### src/rtl/mcft_pkg.sv
package mcft_pkg;

  // Width of every run length counter; counters saturate at the top value.
  localparam int unsigned RUN_BITS = 8;
  localparam logic [RUN_BITS-1:0] RunMax = {RUN_BITS{1'b1}};
  localparam logic [RUN_BITS-1:0] MinFence = RUN_BITS'(3);

  localparam logic [7:0] ChTick  = 8'h60;
  localparam logic [7:0] ChTilde = 8'h7E;
  localparam logic [7:0] ChNl    = 8'h0A;
  localparam logic [7:0] ChSpace = 8'h20;
  localparam logic [7:0] ChWsLo  = 8'h09;
  localparam logic [7:0] ChWsHi  = 8'h0D;

  // Depth of the queue between front and back.
  localparam int unsigned QDepth = 2;
  localparam int unsigned QPtrW  = 1;
  localparam int unsigned QCntW  = 2;

  localparam logic [1:0] MaxLeadSpaces = 2'd3;

  typedef enum logic [1:0] {
    RC_NONE  = 2'd0,
    RC_TICK  = 2'd1,
    RC_TILDE = 2'd2
  } run_char_e;

  typedef enum logic {
    OP_FEED  = 1'b0,
    OP_CLEAR = 1'b1
  } op_e;

  typedef struct packed {
    logic       op;
    logic [7:0] char_byte;
  } in_item_t;

  typedef struct packed {
    logic fence_open;
    logic inline_code;
  } out_item_t;

  // Classified item as it travels from front to back.
  typedef struct packed {
    logic clear;
    logic newline;
    logic tick;
    logic tilde;
    logic space;
    logic ws;
  } class_t;

  function automatic logic [RUN_BITS-1:0] sat_inc(input logic [RUN_BITS-1:0] v);
    sat_inc = (v == RunMax) ? v : v + RUN_BITS'(1);
  endfunction

endpackage

### src/rtl/mcft_front.sv
module mcft_front (
  input  mcft_pkg::in_item_t in_data_i,
  input  logic               in_valid_i,
  output logic               in_ready_o,
  input  logic               q_full_i,
  output logic               q_push_o,
  output mcft_pkg::class_t   q_data_o
);

  logic [7:0] c;

  assign c = in_data_i.char_byte;

  always_comb begin
    q_data_o.clear   = (in_data_i.op == mcft_pkg::OP_CLEAR);
    q_data_o.newline = (c == mcft_pkg::ChNl);
    q_data_o.tick    = (c == mcft_pkg::ChTick);
    q_data_o.tilde   = (c == mcft_pkg::ChTilde);
    q_data_o.space   = (c == mcft_pkg::ChSpace);
    q_data_o.ws      = ((c >= mcft_pkg::ChWsLo) && (c <= mcft_pkg::ChWsHi)) ||
                       (c == mcft_pkg::ChSpace);
  end

  assign in_ready_o = !q_full_i;
  assign q_push_o   = in_valid_i && !q_full_i;

endmodule

### src/rtl/mcft_queue.sv
module mcft_queue (
  input  logic             clk_i,
  input  logic             rst_ni,
  input  logic             push_i,
  input  mcft_pkg::class_t push_data_i,
  output logic             full_o,
  input  logic             pop_i,
  output logic             valid_o,
  output mcft_pkg::class_t pop_data_o
);

  mcft_pkg::class_t                 mem_q [mcft_pkg::QDepth];
  logic [mcft_pkg::QPtrW-1:0]       wr_ptr_q, wr_ptr_d;
  logic [mcft_pkg::QPtrW-1:0]       rd_ptr_q, rd_ptr_d;
  logic [mcft_pkg::QCntW-1:0]       cnt_q, cnt_d;

  assign full_o     = (cnt_q == mcft_pkg::QCntW'(mcft_pkg::QDepth));
  assign valid_o    = (cnt_q != '0);
  assign pop_data_o = mem_q[rd_ptr_q];

  always_comb begin
    wr_ptr_d = push_i ? wr_ptr_q + mcft_pkg::QPtrW'(1) : wr_ptr_q;
    rd_ptr_d = pop_i  ? rd_ptr_q + mcft_pkg::QPtrW'(1) : rd_ptr_q;
    cnt_d    = cnt_q;
    if (push_i && !pop_i) begin
      cnt_d = cnt_q + mcft_pkg::QCntW'(1);
    end else if (pop_i && !push_i) begin
      cnt_d = cnt_q - mcft_pkg::QCntW'(1);
    end
  end

  always_ff @(posedge clk_i) begin
    if (push_i) begin
      mem_q[wr_ptr_q] <= push_data_i;
    end
  end

  always_ff @(posedge clk_i or negedge rst_ni) begin
    if (!rst_ni) begin
      wr_ptr_q <= '0;
      rd_ptr_q <= '0;
      cnt_q    <= '0;
    end else begin
      wr_ptr_q <= wr_ptr_d;
      rd_ptr_q <= rd_ptr_d;
      cnt_q    <= cnt_d;
    end
  end

endmodule

### src/rtl/mcft_back.sv
module mcft_back (
  input  logic                clk_i,
  input  logic                rst_ni,
  input  logic                q_valid_i,
  input  mcft_pkg::class_t    q_data_i,
  output logic                q_pop_o,
  output logic                out_valid_o,
  input  logic                out_ready_i,
  output mcft_pkg::out_item_t out_data_o
);

  localparam int unsigned RB = mcft_pkg::RUN_BITS;

  logic                 inside_fence_q, inside_fence_d;
  mcft_pkg::run_char_e  open_char_q, open_char_d;
  logic [RB-1:0]        open_len_q, open_len_d;
  logic [1:0]           lead_cnt_q, lead_cnt_d;
  logic                 prefix_q, prefix_d;
  logic                 run_active_q, run_active_d;
  mcft_pkg::run_char_e  run_char_q, run_char_d;
  logic [RB-1:0]        run_len_q, run_len_d;
  logic                 opens_fence_q, opens_fence_d;
  logic                 text_after_q, text_after_d;
  logic [RB-1:0]        tick_len_q, tick_len_d;
  logic                 tick_start_q, tick_start_d;
  logic [RB-1:0]        inl_len_q, inl_len_d;

  logic                 out_valid_q;
  mcft_pkg::out_item_t  out_data_q, out_data_d;

  logic                 run_match;
  logic                 cand_q;
  logic                 cand_d;
  logic                 inline_d;

  assign q_pop_o = q_valid_i && (!out_valid_q || out_ready_i);

  // Byte continues the leading run of this line.
  assign run_match = ((run_char_q == mcft_pkg::RC_TICK) && q_data_i.tick) ||
                     ((run_char_q == mcft_pkg::RC_TILDE) && q_data_i.tilde);

  assign cand_q = tick_start_q && (tick_len_q >= mcft_pkg::MinFence);

  always_comb begin
    inside_fence_d = inside_fence_q;
    open_char_d    = open_char_q;
    open_len_d     = open_len_q;
    lead_cnt_d     = lead_cnt_q;
    prefix_d       = prefix_q;
    run_active_d   = run_active_q;
    run_char_d     = run_char_q;
    run_len_d      = run_len_q;
    opens_fence_d  = opens_fence_q;
    text_after_d   = text_after_q;
    tick_len_d     = tick_len_q;
    tick_start_d   = tick_start_q;
    inl_len_d      = inl_len_q;

    if (q_data_i.clear || q_data_i.newline) begin
      if (q_data_i.clear) begin
        inside_fence_d = 1'b0;
        open_char_d    = mcft_pkg::RC_NONE;
        open_len_d     = '0;
      end else if (!inside_fence_q) begin
        if (opens_fence_q) begin
          inside_fence_d = 1'b1;
          open_char_d    = run_char_q;
          open_len_d     = run_len_q;
        end
      end else if ((run_char_q == open_char_q) && (run_len_q >= open_len_q) &&
                   !text_after_q) begin
        inside_fence_d = 1'b0;
        open_char_d    = mcft_pkg::RC_NONE;
        open_len_d     = '0;
      end
      lead_cnt_d    = '0;
      prefix_d      = 1'b1;
      run_active_d  = 1'b0;
      run_char_d    = mcft_pkg::RC_NONE;
      run_len_d     = '0;
      opens_fence_d = 1'b0;
      text_after_d  = 1'b0;
      tick_len_d    = '0;
      tick_start_d  = 1'b0;
      inl_len_d     = '0;
    end else begin
      // Inline backtick tracking, frozen inside a fence.
      if (!inside_fence_q) begin
        if (q_data_i.tick) begin
          if (tick_len_q == '0) begin
            tick_start_d = prefix_q;
          end
          tick_len_d = mcft_pkg::sat_inc(tick_len_q);
        end else if (tick_len_q != '0) begin
          if (!cand_q) begin
            if (inl_len_q == '0) begin
              inl_len_d = tick_len_q;
            end else if (tick_len_q == inl_len_q) begin
              inl_len_d = '0;
            end
          end
          tick_len_d   = '0;
          tick_start_d = 1'b0;
        end
      end

      // Line prefix and leading fence run.
      if (run_active_q) begin
        if (run_match) begin
          run_len_d = mcft_pkg::sat_inc(run_len_q);
          if (!inside_fence_q && (run_len_d >= mcft_pkg::MinFence)) begin
            opens_fence_d = 1'b1;
          end
        end else begin
          run_active_d = 1'b0;
          if (!q_data_i.ws) begin
            text_after_d = 1'b1;
          end
        end
      end else if (!prefix_q) begin
        if (!q_data_i.ws) begin
          text_after_d = 1'b1;
        end
      end else if (q_data_i.space && (lead_cnt_q < mcft_pkg::MaxLeadSpaces)) begin
        lead_cnt_d = lead_cnt_q + 2'd1;
      end else begin
        prefix_d = 1'b0;
        if (q_data_i.tick || q_data_i.tilde) begin
          run_active_d = 1'b1;
          run_char_d   = q_data_i.tick ? mcft_pkg::RC_TICK : mcft_pkg::RC_TILDE;
          run_len_d    = RB'(1);
        end else if (!q_data_i.ws) begin
          text_after_d = 1'b1;
        end
      end
    end
  end

  // Inline view after this item; a pending tick run is judged as if closed.
  always_comb begin
    cand_d = tick_start_d && (tick_len_d >= mcft_pkg::MinFence);
    if (inside_fence_d) begin
      inline_d = 1'b0;
    end else if ((tick_len_d == '0) || cand_d) begin
      inline_d = (inl_len_d != '0);
    end else if (inl_len_d == '0) begin
      inline_d = 1'b1;
    end else begin
      inline_d = (tick_len_d != inl_len_d);
    end
    out_data_d.fence_open  = inside_fence_d;
    out_data_d.inline_code = inline_d;
  end

  always_ff @(posedge clk_i) begin
    if (q_pop_o) begin
      out_data_q <= out_data_d;
    end
  end

  always_ff @(posedge clk_i or negedge rst_ni) begin
    if (!rst_ni) begin
      inside_fence_q <= 1'b0;
      open_char_q    <= mcft_pkg::RC_NONE;
      open_len_q     <= '0;
      lead_cnt_q     <= '0;
      prefix_q       <= 1'b1;
      run_active_q   <= 1'b0;
      run_char_q     <= mcft_pkg::RC_NONE;
      run_len_q      <= '0;
      opens_fence_q  <= 1'b0;
      text_after_q   <= 1'b0;
      tick_len_q     <= '0;
      tick_start_q   <= 1'b0;
      inl_len_q      <= '0;
      out_valid_q    <= 1'b0;
    end else begin
      if (q_pop_o) begin
        inside_fence_q <= inside_fence_d;
        open_char_q    <= open_char_d;
        open_len_q     <= open_len_d;
        lead_cnt_q     <= lead_cnt_d;
        prefix_q       <= prefix_d;
        run_active_q   <= run_active_d;
        run_char_q     <= run_char_d;
        run_len_q      <= run_len_d;
        opens_fence_q  <= opens_fence_d;
        text_after_q   <= text_after_d;
        tick_len_q     <= tick_len_d;
        tick_start_q   <= tick_start_d;
        inl_len_q      <= inl_len_d;
      end
      if (q_pop_o) begin
        out_valid_q <= 1'b1;
      end else if (out_ready_i) begin
        out_valid_q <= 1'b0;
      end
    end
  end

  assign out_valid_o = out_valid_q;
  assign out_data_o  = out_data_q;

endmodule

### src/rtl/markdown_code_fence_tracker.sv
// Channel | Dir | Handshake               | Payload
// in      | in  | in_valid_i / in_ready_o | in_data_i  (op, char_byte)
// out     | out | out_valid_o/out_ready_i | out_data_o (fence_open, inline_code)
//
// One transfer in, one transfer out per item; one item per cycle sustained
// while out_ready_i stays high. Each item is classified into a two-entry
// queue, then the state update in the back end writes the output register.
// Reset (rst_ni low, async) clears all tracking state; same as a clear op.
// in_ready_o drops only when the queue is full, i.e. it holds two items
// while a result waits on out_ready_i; in steady streaming one item already
// waits in the queue, so one more arrival while the output is stalled fills
// it. The back end keeps popping while the output is free or taken.
module markdown_code_fence_tracker (
  input  logic                clk_i,
  input  logic                rst_ni,
  input  logic                in_valid_i,
  output logic                in_ready_o,
  input  mcft_pkg::in_item_t  in_data_i,
  output logic                out_valid_o,
  input  logic                out_ready_i,
  output mcft_pkg::out_item_t out_data_o
);

  // Front to queue
  logic             q_push;
  logic             q_full;
  mcft_pkg::class_t q_wdata;

  // Queue to back
  logic             q_pop;
  logic             q_valid;
  mcft_pkg::class_t q_rdata;

  // Byte classification: clear, newline, tick, tilde, space, whitespace.
  mcft_front u_front (
    .in_data_i  (in_data_i),
    .in_valid_i (in_valid_i),
    .in_ready_o (in_ready_o),
    .q_full_i   (q_full),
    .q_push_o   (q_push),
    .q_data_o   (q_wdata)
  );

  // Decouples intake from the result side.
  mcft_queue u_queue (
    .clk_i       (clk_i),
    .rst_ni      (rst_ni),
    .push_i      (q_push),
    .push_data_i (q_wdata),
    .full_o      (q_full),
    .pop_i       (q_pop),
    .valid_o     (q_valid),
    .pop_data_o  (q_rdata)
  );

  // Fence / inline span state and the registered result.
  mcft_back u_back (
    .clk_i       (clk_i),
    .rst_ni      (rst_ni),
    .q_valid_i   (q_valid),
    .q_data_i    (q_rdata),
    .q_pop_o     (q_pop),
    .out_valid_o (out_valid_o),
    .out_ready_i (out_ready_i),
    .out_data_o  (out_data_o)
  );

endmodule
### config.mk
export PLATFORM = sky130hd
export DESIGN_NAME = markdown_code_fence_tracker
export DESIGN_NICKNAME = d
export VERILOG_FILES = /design/src/rtl/mcft_pkg.sv /design/src/rtl/mcft_front.sv /design/src/rtl/mcft_queue.sv /design/src/rtl/mcft_back.sv /design/src/rtl/markdown_code_fence_tracker.sv
export SDC_FILE = /design/constraint.sdc
export NUM_CORES = 1
export LEC_CHECK = 0
export BUFFER_PORTS_ARGS = -buffer_cell sky130_fd_sc_hd__buf_4
export CAP_MARGIN = 20
export CORE_MARGIN = 3
export CORE_UTILIZATION = 60
export CTS_CLUSTER_SIZE = 40
export DETAILED_ROUTE_END_ITERATION = 12
export MAX_ROUTING_LAYER = met4
export PLACE_DENSITY = 0.84
export SETUP_SLACK_MARGIN = 0.5
export SLEW_MARGIN = 20
export SYNTH_ARGS = -nofsm -noshare
export SYNTH_HDL_FRONTEND = slang
export SYNTH_SLANG_ARGS = --single-unit
### constraint.sdc
create_clock -name clk_i -period 3.1 [get_ports clk_i]
set_input_delay 0.155 -clock clk_i [delete_from_list [all_inputs] [get_ports clk_i]]
set_output_delay 0.155 -clock clk_i [all_outputs]
set_load 0.05 [all_outputs]
; ---- Yosys cells after proc, flatten, opt, wreduce, memory -nomap -nowiden
; Memory sizes are Yosys's and may differ from the RTL's.
; Index checks and enable logic that the tools add are counted.
[word_totals]
wordCells = 180
memories = 1
ramBits = 12
regBits = 51
[mem_list]
columns = memory, depth, word_bits, rd, rd_clocked_by_memory_dff, wr, line
row1 = u_queue.mem_q, 2, 6, 1, 0, 1, mcft_queue.sv:12  ; mcft_pkg::class_t mem_q [mcft_pkg::QDepth];
[classes]
n_eq_ne = 20
n_reduce_logical = 50
n_addsub = 7
n_mux = 76
n_lt_le_gt_ge = 7
[ops]
columns = cell, count
row1 = two-way mux 8 bit, 23
row2 = two-way mux 1 bit, 37
row3 = zero test 8 bit, 4
row4 = two-way mux 2 bit, 16
row5 = ">= comparator 8 x 2 -> 1 bit, second input constant", 3
row6 = nonzero test 2 bit, 9
row7 = "adder 8 x 1 -> 8 bit, second input constant", 2
row8 = "equality test 8 x 7 -> 1 bit, second input constant", 2
row9 = "equality test 8 bit, second input constant", 2
row10 = AND reduction 4 bit, 4
row11 = nonzero test 8 bit, 2
row12 = logical AND 1 bit, 13
row13 = AND reduction 5 bit, 2
row14 = nonzero test 3 bit, 3
row15 = "equality test 8 x 4 -> 1 bit, second input constant", 1
row16 = "equality test 8 x 6 -> 1 bit, second input constant", 1
row17 = equality test 8 bit, 1
row18 = ">= comparator 8 x 4 -> 1 bit, second input constant", 1
row19 = >= comparator 8 bit, 1
row20 = "less-or-equal comparator 8 x 4 -> 1 bit, second input constant", 1
row21 = "inequality test 4 bit, second input constant", 2
row22 = inequality test 8 bit, 1
row23 = zero test 1 bit, 6
row24 = logical OR 1 bit, 6
row25 = 13 further kinds, 17

; ---- Logic depth before layout (Yosys ltp)
; Gate-level depths: netlist of the first run.
[logic_depth]
word_depth = 11
ltp_mapped = 12
ltp_nobuf = 10

; ---- By module
; A second synthesis of the first run with hierarchy kept.
[hier_totals]
cells_unflattened = 416
area_unflattened_um2 = 3951.3
[modules_own_cells]
columns = module, area_per_inst_um2, cells_per_inst, n_inst
row1 = mcft_back, 3220.6, 364, 1
row2 = mcft_queue, 624.3, 35, 1
row3 = mcft_front, 106.4, 17, 1

; ---- Worst setup path after synthesis of the first run
; OpenSTA, ideal clock, no wires.
[synth_path]
path_type = register to register
start = register u_back.tick_len_q[0]
end = register u_back.out_data_q (netlist bit u_back.out_data_o[0]) (data pin)
stages_incl_launch_ff = 12
arrival_time_ns = 2.546
t_required_ns = 2.831
path_slack_ns = 0.284
setup_ns = 0.269
path_buffers = 1
path_cell_list = dfrtp_1 -> clkbuf_1 -> inv_1 -> ha_1 -> nor3b_1 -> a211oi_1 -> a41oi_1 -> a22oi_2 -> xnor2_1 -> o221ai_2 -> a2111oi_4 -> a211oi_2
[synth_between]
elab_chain_len = 11
[synth_rtl]
columns = element, line
row1 = "start, declared", mcft_back.sv:24  ; logic [RB-1:0] tick_len_q, tick_len_d;
row2 = "start signal, assigned", mcft_back.sv:189  ; tick_len_q <= tick_len_d;
row3 = "parallel branches: the longest is 10 deep, another holds adder 8 x 1 -> 8 bit", -
row4 = two-way mux 1 bit *, mcft_back.sv:144  ; end else if ((tick_len_d == '0) || cand_d) begin
row5 = "end signal, assigned", mcft_back.sv:157  ; out_data_q <= out_data_d;
row6 = "end, declared", mcft_back.sv:29  ; mcft_pkg::out_item_t out_data_q, out_data_d;
; Every way passes the cells marked *.
; A chain may end at the register's enable or synchronous reset.

; ---- Worst setup path in the final report of the first run
[layout_path]
start = register u_back.inside_fence_q
end = register u_back.out_data_q (netlist bit u_back.out_data_o[0]) (data pin)
[layout_between]
elab_chain_len = 6
[layout_rtl]
columns = element, line
row1 = "start, declared", mcft_back.sv:14  ; logic inside_fence_q, inside_fence_d;
row2 = "start signal, assigned", mcft_back.sv:179  ; inside_fence_q <= inside_fence_d;
row3 = two-way mux 8 bit, mcft_back.sv:88  ; if (!inside_fence_q) begin
row4 = two-way mux 8 bit, mcft_back.sv:59  ; if (q_data_i.clear || q_data_i.newline) begin
row5 = >= comparator 8 x 2 -> 1 bit, mcft_back.sv:141  ; cand_d = tick_start_d && (tick_len_d >= mcft_pkg::MinFence);
row6 = logical AND 1 bit, mcft_back.sv:141
row7 = logical OR 1 bit, mcft_back.sv:144
row8 = two-way mux 1 bit, mcft_back.sv:144
; Parallel ways exist; a longest one is shown, timed or not.

==> results of run 1 <==
per-layer routing:
layer	vias to the layer above	track usage, %
li1	1574	-
met1	1690	35.7
met2	172	46.5
met3	44	5.00
met4	0	13.7
met5	-	-
per-stage QoR:
stage | worst slack [ns] | instances | hold slack [ns] | power [uW]
final | 0.252 | 522 | 0.147 | 3220
after global routing | 0.200 | 522 | 0.137 | 3400
after CTS | 0.215 | 516 | 0.137 | 3170
after detailed placement | 0.144 | 484 | 0.221 | 2240
after global placement | 0.297 | 484 | 0.212 | 2180
after floorplan | 0.409 | 396 | -0.141 | 1900
worst max-delay path: stages, from the launching register on:
cell and delay, ns:
dfrtp_1 0.57, and4b_1 0.46, and4_1 0.23, a211oi_1 0.10
nor3_1 0.36, o211ai_1 0.17, a21boi_0 0.33, and4_1 0.28
a211oi_2 0.09
cell usage after synthesis (5+ instances only):
cell      count
a21oi_1      20
a22o_1       19
a31oi_1       5
and2_1        8
and3_1        9
and4_1        6
clkbuf_1     13
dfrtp_1      48
edfxtp_1     14
ha_1         13
inv_1        16
mux2i_1       6
nand2_1      48
nand2b_1      6
nand3_1       9
nor2_1       21
nor3_1       10
nor4_1        6
o21ai_0      22
xnor2_1       6
xor2_1       14
cells by family after synthesis:
logic type / Yosys count
DFF: 63
and+or+nand+nor: 142
AOI/OAI and AO/OA: 111
muxes: 10
adders and majority gates: 13
xor gates and xnor gates: 20
buffers and inverters: 37
worst max-delay path by stage:
stage	slack (ns)	from	cells past startpoint	endpoint
after floorplan	0.41	u_back.tick_len_q[5]	10	u_back.out_data_o[0]
after global placement	0.30	u_back.tick_len_q[5]	8	u_back.out_data_o[0]
after detailed placement	0.14	u_back.tick_len_q[4]	8	u_back.out_data_o[0]
after CTS	0.22	u_back.tick_len_q[5]	7	u_back.out_data_o[0]
after global routing	0.20	u_back.tick_len_q[4]	9	u_back.out_data_o[0]
final	0.25	u_back.inside_fence_q	8	u_back.out_data_o[0]
registers in the layout, indices dropped and copies added, names as in the netlist, 2 cells and up:
signal and flops:
u_queue.mem_q 12, u_back.open_len_q 8, u_back.out_data_o 2, u_back.run_char_q 2, u_back.run_len_q 8, u_back.open_char_q 2
u_back.lead_cnt_q 2, u_back.tick_len_q 8, u_back.inl_len_q 8, u_queue.cnt_q 2
power by group:
part	internal [uW]	total (uW)	switching, uW
Clock	533	859	326
Sequential	995	1130	138
Combinational	486	1230	744
Total	2010	3220	1210
timing repair:
action / 4_1_cts / 5_1_grt
setup buffers: 14 / 6
pin swaps: 12 / 12
endpoints found under the setup margin: 1 / 3
hold endpoints to repair: 50 / 0
resized for setup: 10 / 12
hold buffers: 2 / 0
cell type report:
type                            count  area share [%]
Multi-Input combinational cell    296            46.3
Sequential cell                    63            35.8
Timing Repair Buffer               55            9.30
Clock buffer                       10            2.76
Clock inverter                      6            2.38
Tap cell                           75            2.03
Inverter                           17            1.38
==> out/qor.csv, run 1 <==
metric,value,unit
status,finished clean,
largest family of logic cells by synthesized area,compound AO/OA/AOI/OAI gates,
Final Cell Area,0.00462,mm^2
Routed met2 length,4.80,mm
clock-pin slew on the worst setup and hold paths,0.08,ns
sequential-to-total area share from yosys stat,43.0,%
M1 WL,4.10,mm
Final Cycle Share,91.9,%
Mapped Nets,422,
cell count of the worst reg-to-reg path,8,
"Cell Area, Synth",0.00383,mm^2
CTS H-Tree Depth,3,
synth warn,0,
post-route setup TNS,0,ns
highest metal used,met4,
Antenna Nets Post-Route,0,
fillers,386,
Hold Crit Class,in -> reg,
Worst Hold End,u_back.out_valid_o,
largest net degree at the start of global routing,50,
post-synth top area cell,dfrtp_1,
Startpoint Class,flip-flop,
CTS tree,done,
Register Area,0.00165,mm^2
post-synth top area share,31.4,%
asr flop ratio synth,77.8,%
RSZ-0062 raised after global routing,yes,
via density per instance,6.67,
core area,0.00606,mm^2
Reg2Reg Setup Slack,0.25,ns
Required @ worst endpoint,3.17,ns
Routed WL per cell,19.0,um
max-cap violations,0,
chip width,85.9,um
Max VDD drop,0.000718,V
gp weighted congestion,0.923,
GRT Util Overall,29.0,%
WHS Path Cells,3,
Post-Synth XOR/XNOR Area,4.57,%
PwrDens,698,mW/mm^2
initial DRC count,394,
DRT Pass-1 Iters,5,
Synth-to-Final Area Change,20.5,%
compound-cell area share of the yosys netlist,21.8,%
Overflow after GRT,0,
"Top FF cell, synth",dfrtp_1,
slew at the pin closest to its max-slew limit,0.707,ns
DIE AREA,0.00738,mm^2
"commonest non-fill, non-tap cell in the layout",buf_4,
r2r startpoint,u_back.inside_fence_q,
Avg Inst Size Synth,9.67,um^2
Final Core Density,76.2,%
CP max FO,12,
crit path time final,2.85,ns
Final Hold Fails,0,
Synth Area in Simple Gates,19.4,%
area occupied by multi-input gates,0.00214,mm^2
"Clk Latency, worst-skew pair",0.34,ns
most frequent cells in the layout,"buf_4, nand2_1, dfrtp_1",
DRC viols,0,
flop and latch count out of synthesis,63,
mux contribution to synthesized area,2.74,%
HPWL after detailed placement,6.48,mm
kind of end point of the critical path,flip-flop,
Area contributors post-synth,"dfrtp_1, edfxtp_1, nand2_1",
post-synthesis cell count,396,
met3 routed WL,700,um
CTS Buf Count,9,
"EDFF count, synth",14,
layout cells sized above 1,22.4,%
final net count,468,
chip height,85.9,um
global-route wire length before repair,16.3,mm
Final Skew,0.0107,ns
IO Pins,17,
fmax,0.351,GHz
worst setup path class,reg -> reg,
Hold Crit Start,out_ready_i,
routed wire length,9.92,mm
Slew HR,52.6,%
vias in the first global route,3466,
Clock Sink Count,63,
Yosys cell types,66,
Worst Path Arrival,2.92,ns
initial core utilization,63.2,%
row cnt,28,
Synth Area in Adders,4.25,%
setup violators final,0,
DP Area,0.00410,mm^2
FF-to-FF End,u_back.out_data_o[0],
IO Port Bufs,16,
number of inserted diodes,0,
routed via count,3480,
fin. max-slew vios,0,
initial antenna violation count,0,
maximum buffer depth of the clock tree,2,
CTS root buf,clkbuf_8,
leak pwr,0.00209,uW
No activity file was read; power rests on OpenSTA's default activity.
==> run 2, diff against run 1 <==
--- a/config.mk
+++ b/config.mk
@@ -7,7 +7,8 @@
 export LEC_CHECK = 0
 export BUFFER_PORTS_ARGS = -buffer_cell sky130_fd_sc_hd__buf_4
 export CAP_MARGIN = 20
-export CORE_MARGIN = 3
+export CORE_ASPECT_RATIO = 1.75
+export CORE_MARGIN = 8
 export CORE_UTILIZATION = 60
 export CTS_CLUSTER_SIZE = 40
 export DETAILED_ROUTE_END_ITERATION = 12
==> run 2 against run 1 <==
  * Sequential share of layout area increased by 0.88 points
  * Via count decreased by 3.9%
  * Clock skew about the same
  * Critical path type unchanged
  * Critical endpoint unchanged
  * Largest power group unchanged
  * Highest routed layer unchanged
==> out/qor.csv, run 2 (synthesis gave the netlist of run 1 again) <==
metric,value,unit
PwrDens,666,mW/mm^2
RSZ-0062 raised after global routing,yes,
Top reg by flops,u_queue.mem_q,
final hold slack,0.101,ns
initial DRC count,262,
"commonest non-fill, non-tap cell in the layout",nand2_1,
Synth-to-Final Area Change,17.5,%
leak pwr,0.00203,uW
DIE AREA,0.00930,mm^2
Final Hold Fails,0,
Worst Path Arrival,2.98,ns
setup violators final,0,
max-cap violations,0,
CTS root buf,clkbuf_8,
crit path time final,2.89,ns
post-route setup slack,0.211,ns
Slew HR,57.7,%
final net count,462,
Max VDD drop,0.000847,V
CP max stage delay,0.55,ns
largest net degree at the start of global routing,50,
pre-CTS setup slack,0.128,ns
Hold Crit Class,in -> reg,
core area,0.00618,mm^2
CTS Buf Count,9,
net switching power,1190,uW
initial core utilization,62.0,%
vias in the first global route,3367,
switching share of power,39.7,%
DP Area,0.00415,mm^2
IO Port Bufs,16,
IO Pins,17,
clock power share,22.8,%
Final Cycle Share,93.2,%
DRT Pass-1 Iters,5,
Antenna Nets Post-Route,0,
clock-pin slew on the worst setup and hold paths,0.07,ns
row cnt,38,
maximum buffer depth of the clock tree,2,
layout cells sized above 1,20.9,%
number of inserted diodes,0,
Reg2Reg Setup Slack,0.21,ns
most frequent cells in the layout,"nand2_1, buf_4, dfrtp_1",
chip height,122,um
share of power burned in registers,37.3,%
HPWL after detailed placement,7.06,mm
"Clk Latency, worst-skew pair",0.35,ns
chip width,76.4,um
critical-path cell list,"or4_4, o41ai_4, buf_4, and4b_2, buf_6, a22oi_1, xnor2_1, and4_1, a211oi_2",
internal power,1810,uW
post-route setup TNS,0,ns
GRT Util Overall,22.6,%
routed wire length,9.97,mm
CTS H-Tree Depth,3,
Required @ worst endpoint,3.19,ns
Overflow after GRT,0,
slew at the pin closest to its max-slew limit,0.635,ns
Crit-path slowest cell,or4_4,
Final Cell Area,0.00450,mm^2
Routed WL per cell,19.1,um
fin. max-slew vios,0,
Clock Sink Count,63,
CTS tree,done,
CP max FO,7,
via density per instance,6.42,
kind of end point of the critical path,flip-flop,
Final Skew,0.0103,ns
worst setup path class,reg -> reg,
DRC viols,0,
fmax,0.346,GHz
max reg flops,12,
Startpoint Class,flip-flop,
gp weighted congestion,0.976,
initial antenna violation count,0,
status,finished clean,
global-route wire length before repair,16.3,mm
combinational power share,40.0,%
routed via count,3343,
## run 2: cell types whose count changed in the layout (fill, tap and decap cells not counted), moves of 2 or more
cell,change
clkinv_2,+3
bufinv_16,-2
buf_6,-2
buf_4,-4
## run 2: routing by layer
metal  global-route usage [%]  part of all wire, %  vias up  routed length, um
li1                         -                    -     1554                  -
met1                     21.4                   36     1614               3610
met2                     38.6                   52      136               5240
met3                     5.09                  4.9       39                490
met4                     18.8                  6.4        0                635
met5                        -                    0        -                  0
## run 2: worst paths after layout
| kind | start | end | cells after the start |
|---|---|---|---|
| min reg2reg | u_back.open_len_q[5] | u_back.open_len_q[5] | 1 |
| max | u_back.tick_len_q[5] | u_back.out_data_o[0] | 9 |
| max in group asynchronous | rst_ni | u_back.tick_len_q[4] | 2 |
| min in group asynchronous | rst_ni | u_back.inl_len_q[7] | 2 |
| max reg2reg | u_back.tick_len_q[5] | u_back.out_data_o[0] | 9 |
| min | out_ready_i | u_back.out_valid_o | 3 |
## run 2: cell type report
class | count | area [um^2]
clock buffer | 10 | 128
tap | 80 | 100
sequential | 63 | 1650
multi-input combinational | 296 | 2130
fill | 438 | 1680
inverter | 17 | 63.8
timing repair buffer | 49 | 377
clock inverter | 6 | 52.6
## run 2: worst max-delay path, delay by kind of cell (launching register included)
| family | cells | cell delay, ns |
|---|---|---|
| AO/OA/AOI/OAI | 3 | 0.58 |
| XOR/XNOR | 1 | 0.17 |
| buffers and inverters | 2 | 0.31 |
| flip-flops | 1 | 0.44 |
| AND/OR/NAND/NOR | 3 | 1.12 |
## run 2: timing repair
item	CTS	global route
pin swaps	2	4
resized for setup	4	15
endpoints found under the setup margin	1	4
hold buffers	2	0
hold endpoints to repair	50	0
buffers inserted	2	6
## run 2: power by group through the flow
stage          registers [uW]  clock network, uW  logic (uW)
2_1_floorplan            1140                  0         762
3_3_place_gp             1120                  0        1090
3_5_place_dp             1130                  0        1130
4_1_cts                  1110                696        1150
5_1_grt                  1130                721        1300
6_report                 1120                683        1200
## run 2: stage by stage
step,utilization (%),cells,power (uW)
after floorplan,-,396,1900
after global placement,67.1,495,2210
after detailed placement,67.1,495,2260
after CTS,71.0,515,2960
after global routing,72.9,521,3150
final,72.9,521,3000
